==> src/design/mbdpl_pkg.sv <==
// Shared types and constants for the multi-button debouncer with press latches.
`default_nettype none

package mbdpl_pkg;

    // Item kind carried on the input tuser.
    typedef enum logic
    {
        KIND_SAMPLE = 1'b0,
        KIND_FETCH  = 1'b1
    } kind_t;

    localparam int RAW_WIDTH      = 5;
    localparam int TIME_WIDTH     = 32;
    localparam int INTERVAL_WIDTH = 16;
    localparam int ACTION_WIDTH   = 3;
    localparam int DOWN_INDEX     = 3;

    localparam logic [INTERVAL_WIDTH-1:0] INTERVAL_RESET = 16'd50;

    // Register byte addresses on the configuration port.
    localparam int            ADDR_WIDTH             = 3;
    localparam logic [2:0]    ADDR_DEBOUNCE_INTERVAL = 3'd0;
    localparam int            APB_DATA_WIDTH         = 32;

    localparam int IN_TDATA_WIDTH  = 40;
    localparam int OUT_TDATA_WIDTH = 8;

    typedef struct packed
    {
        logic [TIME_WIDTH-1:0] now_ms;
        logic [RAW_WIDTH-1:0]  raw_levels;
        kind_t                 kind;
    } item_t;

endpackage

`default_nettype wire

==> src/design/multi_button_debounce_press_latch.sv <==
// Top level: stream handshakes, APB register, input and result registers.
//
//  channel   dir   handshake                 payload
//  s_*       in    s_tvalid / s_tready       tdata: raw_levels, now_ms; tuser: kind
//  m_*       out   m_tvalid / m_tready       tdata: action_code, down_held
//  apb       in    psel, penable, pready     paddr, pwdata, prdata (debounce_interval)
//
// One item per cycle while the result side is not stalled; an accepted item
// passes through the input register, then per-button compare/subtract into
// the result register. All buttons are handled in parallel in the same cycle.
// Reset clears the handshake state, latches and change times, sets the stable
// levels high, and debounce_interval comes up at 50. A stalled result holds
// while the input register can still take one new item if it is empty.
`default_nettype none

module multi_button_debounce_press_latch #(
    parameter int BUTTON_COUNT = 5
) (
    input  wire logic                                   clk,
    input  wire logic                                   rst_n,
    // s_tdata: [4:0] raw_levels, [36:5] now_ms, [39:37] zero
    input  wire logic [mbdpl_pkg::IN_TDATA_WIDTH-1:0]   s_tdata,
    // s_tuser: [0] kind
    input  wire logic                                   s_tuser,
    input  wire logic                                   s_tvalid,
    output logic                                        s_tready,
    // m_tdata: [2:0] action_code, [3] down_held, [7:4] zero
    output logic      [mbdpl_pkg::OUT_TDATA_WIDTH-1:0]  m_tdata,
    output logic                                        m_tvalid,
    input  wire logic                                   m_tready,
    input  wire logic                                   psel,
    input  wire logic                                   penable,
    input  wire logic                                   pwrite,
    input  wire logic [mbdpl_pkg::ADDR_WIDTH-1:0]       paddr,
    input  wire logic [mbdpl_pkg::APB_DATA_WIDTH-1:0]   pwdata,
    output logic      [mbdpl_pkg::APB_DATA_WIDTH-1:0]   prdata,
    output logic                                        pready
);

    logic                                       stage_valid_reg;
    mbdpl_pkg::item_t                           stage_item_reg;
    logic                                       out_valid_reg;
    logic [mbdpl_pkg::ACTION_WIDTH-1:0]         out_action_reg;
    logic                                       out_down_reg;
    logic [mbdpl_pkg::INTERVAL_WIDTH-1:0]       interval_reg;
    logic                                       advance;
    logic                                       in_xfer;
    logic                                       cfg_write;
    logic [mbdpl_pkg::ACTION_WIDTH-1:0]         action_code;
    logic                                       down_held;
    mbdpl_pkg::item_t                           in_item;

    assign in_item.kind       = mbdpl_pkg::kind_t'(s_tuser);
    assign in_item.raw_levels = s_tdata[mbdpl_pkg::RAW_WIDTH-1:0];
    assign in_item.now_ms     =
        s_tdata[mbdpl_pkg::RAW_WIDTH +: mbdpl_pkg::TIME_WIDTH];

    assign advance  = stage_valid_reg && (!out_valid_reg || m_tready);
    assign s_tready = !stage_valid_reg || advance;
    assign in_xfer  = s_tvalid && s_tready;

    assign m_tvalid = out_valid_reg;
    assign m_tdata  = {
        (mbdpl_pkg::OUT_TDATA_WIDTH - mbdpl_pkg::ACTION_WIDTH - 1)'(0),
        out_down_reg, out_action_reg};

    assign pready    = 1'b1;
    assign cfg_write = psel && penable && pwrite && pready
                       && (paddr == mbdpl_pkg::ADDR_DEBOUNCE_INTERVAL);
    assign prdata    = (paddr == mbdpl_pkg::ADDR_DEBOUNCE_INTERVAL)
                       ? mbdpl_pkg::APB_DATA_WIDTH'(interval_reg) : '0;

    mbdpl_button_bank #(
        .BUTTON_COUNT (BUTTON_COUNT)
    ) u_bank (
        .clk         (clk),
        .rst_n       (rst_n),
        .fire        (advance),
        .item        (stage_item_reg),
        .interval    (interval_reg),
        .action_code (action_code),
        .down_held   (down_held)
    );

    always_ff @(posedge clk or negedge rst_n)
    begin
        if (!rst_n)
        begin
            stage_valid_reg <= 1'b0;
            out_valid_reg   <= 1'b0;
            interval_reg    <= mbdpl_pkg::INTERVAL_RESET;
        end
        else
        begin
            if (in_xfer)
            begin
                stage_valid_reg <= 1'b1;
            end
            else if (advance)
            begin
                stage_valid_reg <= 1'b0;
            end

            if (advance)
            begin
                out_valid_reg <= 1'b1;
            end
            else if (m_tready)
            begin
                out_valid_reg <= 1'b0;
            end

            if (cfg_write)
            begin
                interval_reg <= pwdata[mbdpl_pkg::INTERVAL_WIDTH-1:0];
            end
        end
    end

    always_ff @(posedge clk)
    begin
        if (in_xfer)
        begin
            stage_item_reg <= in_item;
        end
        if (advance)
        begin
            out_action_reg <= action_code;
            out_down_reg   <= down_held;
        end
    end

    // An item waiting in the input register is never dropped.
    a_stage_held: assert property (@(posedge clk) disable iff (!rst_n)
        stage_valid_reg && !advance |=> stage_valid_reg)
        else $error("input register lost an item");

    // Every processed item shows up as a result next cycle.
    a_result_follows: assert property (@(posedge clk) disable iff (!rst_n)
        advance |=> out_valid_reg)
        else $error("processed item produced no result");

    // A register write lands in the interval register.
    a_cfg_write: assert property (@(posedge clk) disable iff (!rst_n)
        cfg_write |=> interval_reg == $past(pwdata[mbdpl_pkg::INTERVAL_WIDTH-1:0]))
        else $error("debounce interval write lost");

endmodule

`default_nettype wire

==> src/design/mbdpl_button_bank.sv <==
// Per-button debounce state, press latches and fetch priority logic.
`default_nettype none

module mbdpl_button_bank #(
    parameter int BUTTON_COUNT = 5
) (
    input  wire logic                                   clk,
    input  wire logic                                   rst_n,
    input  wire logic                                   fire,
    input  wire mbdpl_pkg::item_t                       item,
    input  wire logic [mbdpl_pkg::INTERVAL_WIDTH-1:0]   interval,
    output logic      [mbdpl_pkg::ACTION_WIDTH-1:0]     action_code,
    output logic                                        down_held
);

    logic [BUTTON_COUNT-1:0]               prev_reg;
    logic [BUTTON_COUNT-1:0]               prev_next;
    logic [BUTTON_COUNT-1:0]               stable_reg;
    logic [BUTTON_COUNT-1:0]               stable_next;
    logic [BUTTON_COUNT-1:0]               press_reg;
    logic [BUTTON_COUNT-1:0]               press_next;
    logic [mbdpl_pkg::TIME_WIDTH-1:0]      change_time_reg [BUTTON_COUNT];
    logic [mbdpl_pkg::TIME_WIDTH-1:0]      change_time_next [BUTTON_COUNT];
    logic [BUTTON_COUNT-1:0]               raw_ext;
    logic [BUTTON_COUNT-1:0]               first_press;

    // Buttons above the raw field read low.
    assign raw_ext = BUTTON_COUNT'(item.raw_levels);

    always_comb
    begin
        logic [mbdpl_pkg::TIME_WIDTH-1:0] elapsed;
        logic                             settled;

        elapsed     = '0;
        settled     = 1'b0;
        prev_next   = prev_reg;
        stable_next = stable_reg;
        press_next  = press_reg;
        action_code = '0;
        first_press = '0;
        for (int i = 0; i < BUTTON_COUNT; i++)
        begin
            change_time_next[i] = change_time_reg[i];
        end

        if (item.kind == mbdpl_pkg::KIND_SAMPLE)
        begin
            prev_next = raw_ext;
            for (int i = 0; i < BUTTON_COUNT; i++)
            begin
                if (raw_ext[i] != prev_reg[i])
                begin
                    change_time_next[i] = item.now_ms;
                end
                elapsed = item.now_ms - change_time_next[i];
                settled = elapsed >= mbdpl_pkg::TIME_WIDTH'(interval);
                if (settled && (raw_ext[i] != stable_reg[i]))
                begin
                    stable_next[i] = raw_ext[i];
                    if (!raw_ext[i])
                    begin
                        press_next[i] = 1'b1;
                    end
                end
            end
        end
        else
        begin
            // Lowest-numbered latch wins; scan from the top so it lands last.
            for (int i = BUTTON_COUNT - 1; i >= 0; i--)
            begin
                if (press_reg[i])
                begin
                    first_press = '0;
                    first_press[i] = 1'b1;
                    action_code = mbdpl_pkg::ACTION_WIDTH'(i + 1);
                end
            end
            press_next = press_reg & ~first_press;
        end
    end

    generate
        if (BUTTON_COUNT > mbdpl_pkg::DOWN_INDEX)
        begin : g_down
            assign down_held = ~stable_next[mbdpl_pkg::DOWN_INDEX];
        end
        else
        begin : g_no_down
            assign down_held = 1'b0;
        end
    endgenerate

    always_ff @(posedge clk or negedge rst_n)
    begin
        if (!rst_n)
        begin
            prev_reg   <= '1;
            stable_reg <= '1;
            press_reg  <= '0;
            for (int i = 0; i < BUTTON_COUNT; i++)
            begin
                change_time_reg[i] <= '0;
            end
        end
        else if (fire)
        begin
            prev_reg   <= prev_next;
            stable_reg <= stable_next;
            press_reg  <= press_next;
            for (int i = 0; i < BUTTON_COUNT; i++)
            begin
                change_time_reg[i] <= change_time_next[i];
            end
        end
    end

    // A sample never reports an action.
    a_sample_no_action: assert property (@(posedge clk) disable iff (!rst_n)
        fire && (item.kind == mbdpl_pkg::KIND_SAMPLE) |-> action_code == '0)
        else $error("sample item produced an action code");

    // A fetch with pending presses clears exactly one latch.
    a_fetch_clears_one: assert property (@(posedge clk) disable iff (!rst_n)
        fire && (item.kind == mbdpl_pkg::KIND_FETCH) && (press_reg != '0)
        |=> $countones(press_reg) == $countones($past(press_reg)) - 1)
        else $error("fetch did not clear exactly one press latch");

    // State moves only on a processed item.
    a_hold_when_idle: assert property (@(posedge clk) disable iff (!rst_n)
        !fire |=> $stable(stable_reg) && $stable(press_reg) && $stable(prev_reg))
        else $error("button state changed without an item");

endmodule

`default_nettype wire

==> config.mk <==
export PLATFORM = sky130hd
export DESIGN_NAME = multi_button_debounce_press_latch
export DESIGN_NICKNAME = d
export VERILOG_FILES = /design/src/design/mbdpl_pkg.sv /design/src/design/multi_button_debounce_press_latch.sv /design/src/design/mbdpl_button_bank.sv
export SDC_FILE = /design/constraint.sdc
export NUM_CORES = 1
export LEC_CHECK = 0
export BUFFER_PORTS_ARGS = -buffer_cell sky130_fd_sc_hd__clkbuf_2
export CAP_MARGIN = 10
export CORE_MARGIN = 1
export CORE_UTILIZATION = 35
export CTS_BUF_LIST = sky130_fd_sc_hd__clkbuf_8
export CTS_CLUSTER_SIZE = 16
export DETAILED_ROUTE_END_ITERATION = 10
export HOLD_SLACK_MARGIN = 0.15
export PLACE_DENSITY = 0.53
export RECOVER_POWER = 100
export SLEW_MARGIN = 0
export SYNTH_ARGS = -nofsm -noshare
export SYNTH_HDL_FRONTEND = slang
export SYNTH_SLANG_ARGS = --single-unit
==> constraint.sdc <==
create_clock -name clk -period 7.8 [get_ports clk]
set_input_delay 1.56 -clock clk [delete_from_list [all_inputs] [get_ports clk]]
set_output_delay 1.56 -clock clk [all_outputs]
set_load 0.1 [all_outputs]
### Word level (Yosys, flattened, before mapping)

Cells that the tools add are included.

| storage, ports and cells | value |
|---|---|
| register bits after elaboration | 235 |
| latch bits | 0 |
| RAM bits | 0 |
| bits in read-only memories | 0 |
| input bits | 83 |
| output and inout port bits | 43 |
| word-level logic and storage cells | 131 |
| memories | 0 |

| cells by class | value |
|---|---|
| $add $sub $neg | 5 |
| multiply operators | 0 |
| divide/modulo/power cells | 0 |
| magnitude comparators | 5 |
| equal/unequal tests | 15 |
| shifts and indexed selects | 0 |
| multiplexer cells | 42 |
| bitwise operators | 4 |
| reduce and logical (&&, ||, !) cells | 34 |

Operators by type and width:

| cell | count |
|---|---|
| 32-bit 2-to-1 mux | 10 |
| 32-bit by 16-bit >= comparator with 1-bit output | 5 |
| 32-bit subtractor | 5 |
| 5-bit 2-to-1 mux | 7 |
| 3-bit AND reduction | 9 |
| 1-bit 2-to-1 mux | 19 |
| 16-bit 2-to-1 mux | 1 |
| 2-bit nonzero test | 7 |
| 1-bit logical AND | 10 |
| 1-bit != test | 10 |
| 2-bit != test (second input constant) | 5 |
| 3-bit 2-to-1 mux | 2 |
| 5-bit bitwise AND | 1 |
| 5-bit inverter | 1 |
| 2-bit 2-to-1 mux | 2 |
| 4-bit 2-to-1 mux | 1 |
| 4-bit OR reduction | 1 |
| 3-bit zero test | 1 |
| 1-bit zero test | 2 |
| 1-bit logical OR | 2 |
| 1-bit inverter | 2 |
| 2-bit AND reduction | 1 |
| 2-bit OR reduction | 1 |

### Longest topological paths before layout

| depth | value |
|---|---|
| depth in word-level cells | 9 |
| gate-level depth with buffers | 28 |
| mapped depth without buffers | 25 |

### Modules after synthesis

Synthesis repeated with hierarchy kept, for this count alone.

| unflattened totals | value |
|---|---|
| cell total of the unflattened synthesis | 2642 |
| area, all modules | 22276.4 sq um |

Modules (own cells, without submodules):

| module | times used | cells an instance | area each (sq um) | seq. area each (sq um) |
|---|---|---|---|---|
| mbdpl_button_bank | 1 | 2515 | 19971.7 | 4391.7 |
| multi_button_debounce_press_latch | 1 | 127 | 2304.7 | 1715.4 |

### Least setup slack after synthesis

OpenSTA, ideal clock, no wires.

| timing | value |
|---|---|
| path type | reg-to-reg |
| start point | reg u_bank.prev_reg[4] |
| end point | reg u_bank.stable_reg[4] |
| library setup time | 85 ps |
| arrival | 5928 ps |
| data required time | 7715 ps |
| slack | 1787 ps |
| cell stages (with the launch flop) | 25 |
| buffers on the path | 3 |
| clock period less this slack | 6013 ps |
| cell sequence | dfstp_2 xnor2_1 clkbuf_1 clkbuf_1 clkbuf_1 o21ai_0 ha_1 inv_1 a2bb2oi_1 o211ai_1 or4b_1 o2111ai_1 and2_1 xor2_1 ha_1 a221o_1 nor4_1 o2111ai_1 or4_1 or4b_1 nor4_2 o2111ai_1 nor4_2 a21oi_1 mux2_1 |

| between the ends | value |
|---|---|
| longest elaborated chain between the ends | 7 |

Ends and longest elaborated chain:

| what | RTL line | RTL |
|---|---|---|
| start: declaration | mbdpl_button_bank.sv:16 | `logic [BUTTON_COUNT-1:0] prev_reg;` |
| start signal: assignment | mbdpl_button_bank.sv:109 | `prev_reg <= prev_next;` |
| 1-bit != test | mbdpl_button_bank.sv:52 | `if (raw_ext[i] != prev_reg[i])` |
| 32-bit 2-to-1 mux | mbdpl_button_bank.sv:52 |  |
| 32-bit 2-to-1 mux | mbdpl_button_bank.sv:47 | `if (item.kind == mbdpl_pkg::KIND_SAMPLE)` |
| 32-bit subtractor | mbdpl_button_bank.sv:56 | `elapsed = item.now_ms - change_time_next[i];` |
| 32-bit by 16-bit >= comparator with 1-bit output | mbdpl_button_bank.sv:57 | `settled = elapsed >= mbdpl_pkg::TIME_WIDTH'(interval);` |
| 1-bit logical AND | mbdpl_button_bank.sv:58 | `if (settled && (raw_ext[i] != stable_reg[i]))` |
| 3-bit AND reduction (no line) | n/a |  |
| end signal: assignment | mbdpl_button_bank.sv:110 | `stable_reg <= stable_next;` |
| end: declaration | mbdpl_button_bank.sv:18 | `logic [BUTTON_COUNT-1:0] stable_reg;` |

Every way passes these cells. The select of a mux whose other input is x is not followed.
A chain may end at the register's enable or synchronous reset.

### Worst setup path after layout

| timing | value |
|---|---|
| start point | reg stage_item_reg[5] (netlist name) |
| end point | reg u_bank.stable_reg[4] |

| between the ends | value |
|---|---|
| longest elaborated chain between the ends | 7 |
| elaborated cells between the ends (all ways) | 8 |
| classes of those cells | 1 x add/sub; 1 x order compare; 2 x eq/ne; 2 x mux; 2 x reduce/logical |

Ends and longest elaborated chain:

| what | RTL line | RTL |
|---|---|---|
| start: declaration | multi_button_debounce_press_latch.sv:41 | `mbdpl_pkg::item_t stage_item_reg;` |
| start signal: assignment | multi_button_debounce_press_latch.sv:124 | `stage_item_reg <= in_item;` |
| 1-bit != test | mbdpl_button_bank.sv:52 |  |
| 32-bit 2-to-1 mux | mbdpl_button_bank.sv:52 |  |
| 32-bit 2-to-1 mux | mbdpl_button_bank.sv:47 |  |
| 32-bit subtractor | mbdpl_button_bank.sv:56 |  |
| 32-bit by 16-bit >= comparator with 1-bit output | mbdpl_button_bank.sv:57 |  |
| 1-bit logical AND | mbdpl_button_bank.sv:58 |  |
| 3-bit AND reduction (no line) | n/a |  |

Several ways; a longest one is shown, not always the timed one. The select of a mux whose other input is x is not followed.

==> summary.md <==
| Metric | Value |
|---|---|
| Wl on met1 | `35.57 mm` |
| Failing checks | `capacitance limit, slew limit` |
| Via-per-instance ratio | `5.740` |
| # resized after CTS | `0` |
| Met3 wire length | `4.013 mm` |
| Max FFs per register | `160` |
| Total CTS buffers | `48` |
| Leakage power | `approximately 11 nW` |
| Die height | `258.5 um` |
| Area taken by multi-input logic gates | `~16000 um^2` |
| Syn_area_per_cell | `8.113 um^2` |
| Chip Width | `258.5 um` |
| Final Hold Fails | `0` |
| Worst hold stages | `2` |
| Top_reg_cell synth | `dfrtp_1` |
| Max Cap Violations | `7` |
| Worst reg-to-reg path cell count | `20` |
| DRT iter0 DRCs | `1566` |
| Delay of the slowest cell on the worst path | `700 ps` |
| Area grow syn2layout | `9.748%` |
| CP Class | `reg -> reg` |
| Initial Util | `0.3559` |
| Slew Viols, Final | `440` |
| CP Max Fanout | `24` |
| Die area | `66820 um^2` |
| Fin crit period | `6856 ps` |
| Worst endpoint required time | `8380 ps` |
| Metal2 WL | `36.70 mm` |
| I/O Buffers | `85` |
| First-pass GRT wire length | `122.5 mm` |
| Worst skew pair latency | `approximately 660 ps` |
| DRC violations left | `0` |
| Max frequency | `145.9 MHz` |
| Core Footprint | `64700 um^2` |
| Clock Skews | `roughly 18 ps` |
| ANT nets after route | `0` |
| Area contributors post-synth | `dfrtp_1 (20%), ha_1 (10%), o21ai_0 (5.6%), nand2_1 (5.6%), edfxtp_1 (5.5%)` |
| R2R Path End | `u_bank.stable_reg[4]` |
| Post-synthesis sequential area ratio | `0.2652` |
| Synth cell count leaders | `nand2_1 (342), o21ai_0 (258), ha_1 (185), a21oi_1 (180), dfrtp_1 (180)` |
| GRT overflow | `0` |
| HP Start | `u_bank.change_time_reg[153]` |
| EDFF count, synth | `42` |
| Synth area leader | `dfrtp_1` |
| Power per Cell Area | `351.7 nW/um^2` |
| Clock Pin Slew Worst Setup and Hold Paths | `60 ps` |
| Distinct cells, synth | `98` |
| WL per Instance | `21.22 um` |
| R2r startpoint | `stage_item_reg[5]` |
| Pre-antenna DRT Iters | `6` |
| RSZ-0062 raised after global routing | `false` |
| Layout filler cell count | `roughly 6800` |
| Final Setup Violations | `0` |
| Top sig layer | `met4` |
| Yosys reg bits | `235` |
| Gpl congestion | `~0.95` |
| Hold worst-path end | `u_bank.change_time_reg[153]` |
| Most used standard cell by instance count after synthesis | `nand2_1` |
| Syn. warnings | `0` |
| Worst vdd ir | `~0.14 mV` |
| IO Pins | `126` |
| Worst-margin pin slew | `3993 ps` |
| Final Cycle Share | `0.8790` |
| Critical path's slowest cell | `o41ai_1` |
| Root Buffer | `clkbuf_8` |
| Diodes inserted | `0` |
| Setup bufs post-CTS | `0` |
| Cells along the critical path | `xnor2_1, clkbuf_2, mux2i_1, ha_1, o41ai_1, nor2b_1, o2111ai_1, and2_1, xor2_1, ha_1, a221o_1, nor4_1, o2111ai_1, or4_1, or4b_1, nor4_2, o2111ai_1, nor4_2, a21oi_1, mux2_1` |
| CTS tree | `yes` |
| Pin count of the biggest net entering global routing | `83` |
| DP HPWL | `~60 mm` |
| Crit path max-delay family | `simple AND/OR/NAND/NOR gates` |
| Non-Filler Instances | `3784` |
| Startpoint types | `flop` |
| Synthesized area | `23030 um^2` |
| Async SR Flop Fraction | `0.8213` |
| Vias in the first global route | `between 20000 and 25000` |
| Deepest level of the CTS H-tree | `2` |
| Slew headroom | `-1.662` |
| Inst Count DP | `around 3700` |
| Most used cell, CP | `o2111ai_1` |
| Final #Nets | `3157` |
| Initial antenna violation count | `1` |
| Cells after synthesis | `2838` |
| Fraction of layout cells with a size suffix above 1 | `0.09525` |
| CTS Buffer Depth | `3` |
| Status | `finished with violations` |
| GRT Total Usage | `0.2358` |
| Hold_buf cts | `0` |
| Reg area | `6107 um^2` |
| Reg-to-reg setup timing slack | `940 ps` |
| Num rows | `a little over 90` |
| WP buf/inv | `1` |
| WL final | `80.28 mm` |
| Synth top area share | `0.1956` |
| Worst setup EP type | `flop` |
| CP arrival | `7430 ps` |
| Sink Count | `between 200 and 250` |
| Setup tns final | `0 ps` |
| Hold Crit Class | `reg -> reg` |
| Vias | `21720` |
-- cell type report --
type / instances / share of cell area
Multi-Input combinational cell: 2361 / 0.6307
Clock buffer: 55 / 0.02995
Sequential cell: 235 / 0.2417
Tap cell: 855 / 0.04233
Inverter: 107 / 0.01589
Timing Repair Buffer: 136 / 0.02966
Clock inverter: 35 / 0.009754
-- worst max path at each step --
stage | startpoint | cells past startpoint | end | slack, ps
global route | stage_item_reg[5] | 20 | u_bank.press_reg[4] | 620
floorplan | u_bank.prev_reg[4] | 24 | u_bank.stable_reg[4] | 1790
CTS | u_bank.prev_reg[3] | 26 | u_bank.stable_reg[3] | 1570
global placement | u_bank.prev_reg[3] | 26 | u_bank.stable_reg[3] | 1590
finish | stage_item_reg[5] | 20 | u_bank.stable_reg[4] | 940
detailed placement | u_bank.prev_reg[3] | 26 | u_bank.stable_reg[3] | 1600
-- placed cells by master, fill, tap and decap left out, types with 21 or more instances in the layout --
cell type and count:
o21ai_0 259, a21oi_1 180, ha_1 185, mux2i_1 110
nor2_1 170, nand4_1 47, clkbuf_1 31, clkbuf_2 62
nand3_1 47, and3_1 25, conb_1 21, and2_1 40
dfrtp_1 180, nand2b_1 57, a21o_1 67, or3_1 25
xnor2_1 75, clkbuf_8 55, o211ai_1 30, maj3_1 40
nand2_1 342, nor3_1 56, mux2_2 53, inv_1 115
a31oi_1 39, edfxtp_1 42, a211oi_1 30, xor2_1 56
o21bai_1 21, o22ai_1 21, buf_4 43, nor2b_1 66
-- where the power goes --
part / total (mW) / internal (mW) / switching (mW)
Combinational: 5.56 / 2.18 / 3.38
Clock: 1.36 / 0.723 / 0.634
Sequential: 1.97 / 1.64 / 0.330
Total: 8.89 / 4.54 / 4.35
-- stage by stage --
stage / power, mW / cell area, um^2 / hold slack, ps / util / setup WS, ps
CTS: 8.896 / 25390 / 482.4 / 0.3925 / 1569
global placement: 7.361 / 24390 / 462.5 / 0.3770 / 1592
detailed placement: 7.470 / 24390 / 470.0 / 0.3770 / 1595
floorplan: 6.078 / 23100 / 449.2 / - / 1787
global route: 9.663 / 25270 / 489.3 / 0.3906 / 620.2
finish: 8.887 / 25270 / 474.3 / 0.3906 / 944.2
-- worst min-delay path: cells and delay by family (launching register included) --
kind	cells	cell delay (ps)
AO/OA/AOI/OAI	1	60
AND/OR/NAND/NOR	1	40
flip-flops	1	340
-- cell families after synthesis --
family	Yosys count	share of synthesized area
xor gates and xnor gates	136	0.05206
DFF	235	0.2652
buffers and inverters	261	0.04717
other	2	0.0003262
AOI/OAI and AO/OA	858	0.2384
adders and majority gates	226	0.1184
muxes	167	0.07569
and+or+nand+nor	953	0.2027
-- metal layers --
layer / global-route usage / vias up
met5: 0 / -
met2: 0.3885 / 635
met1: 0.3018 / 10380
met3: 0.03384 / 175
li1: - / 10530
met4: 0.1149 / 0
Power figures use the tool's default switching activity.
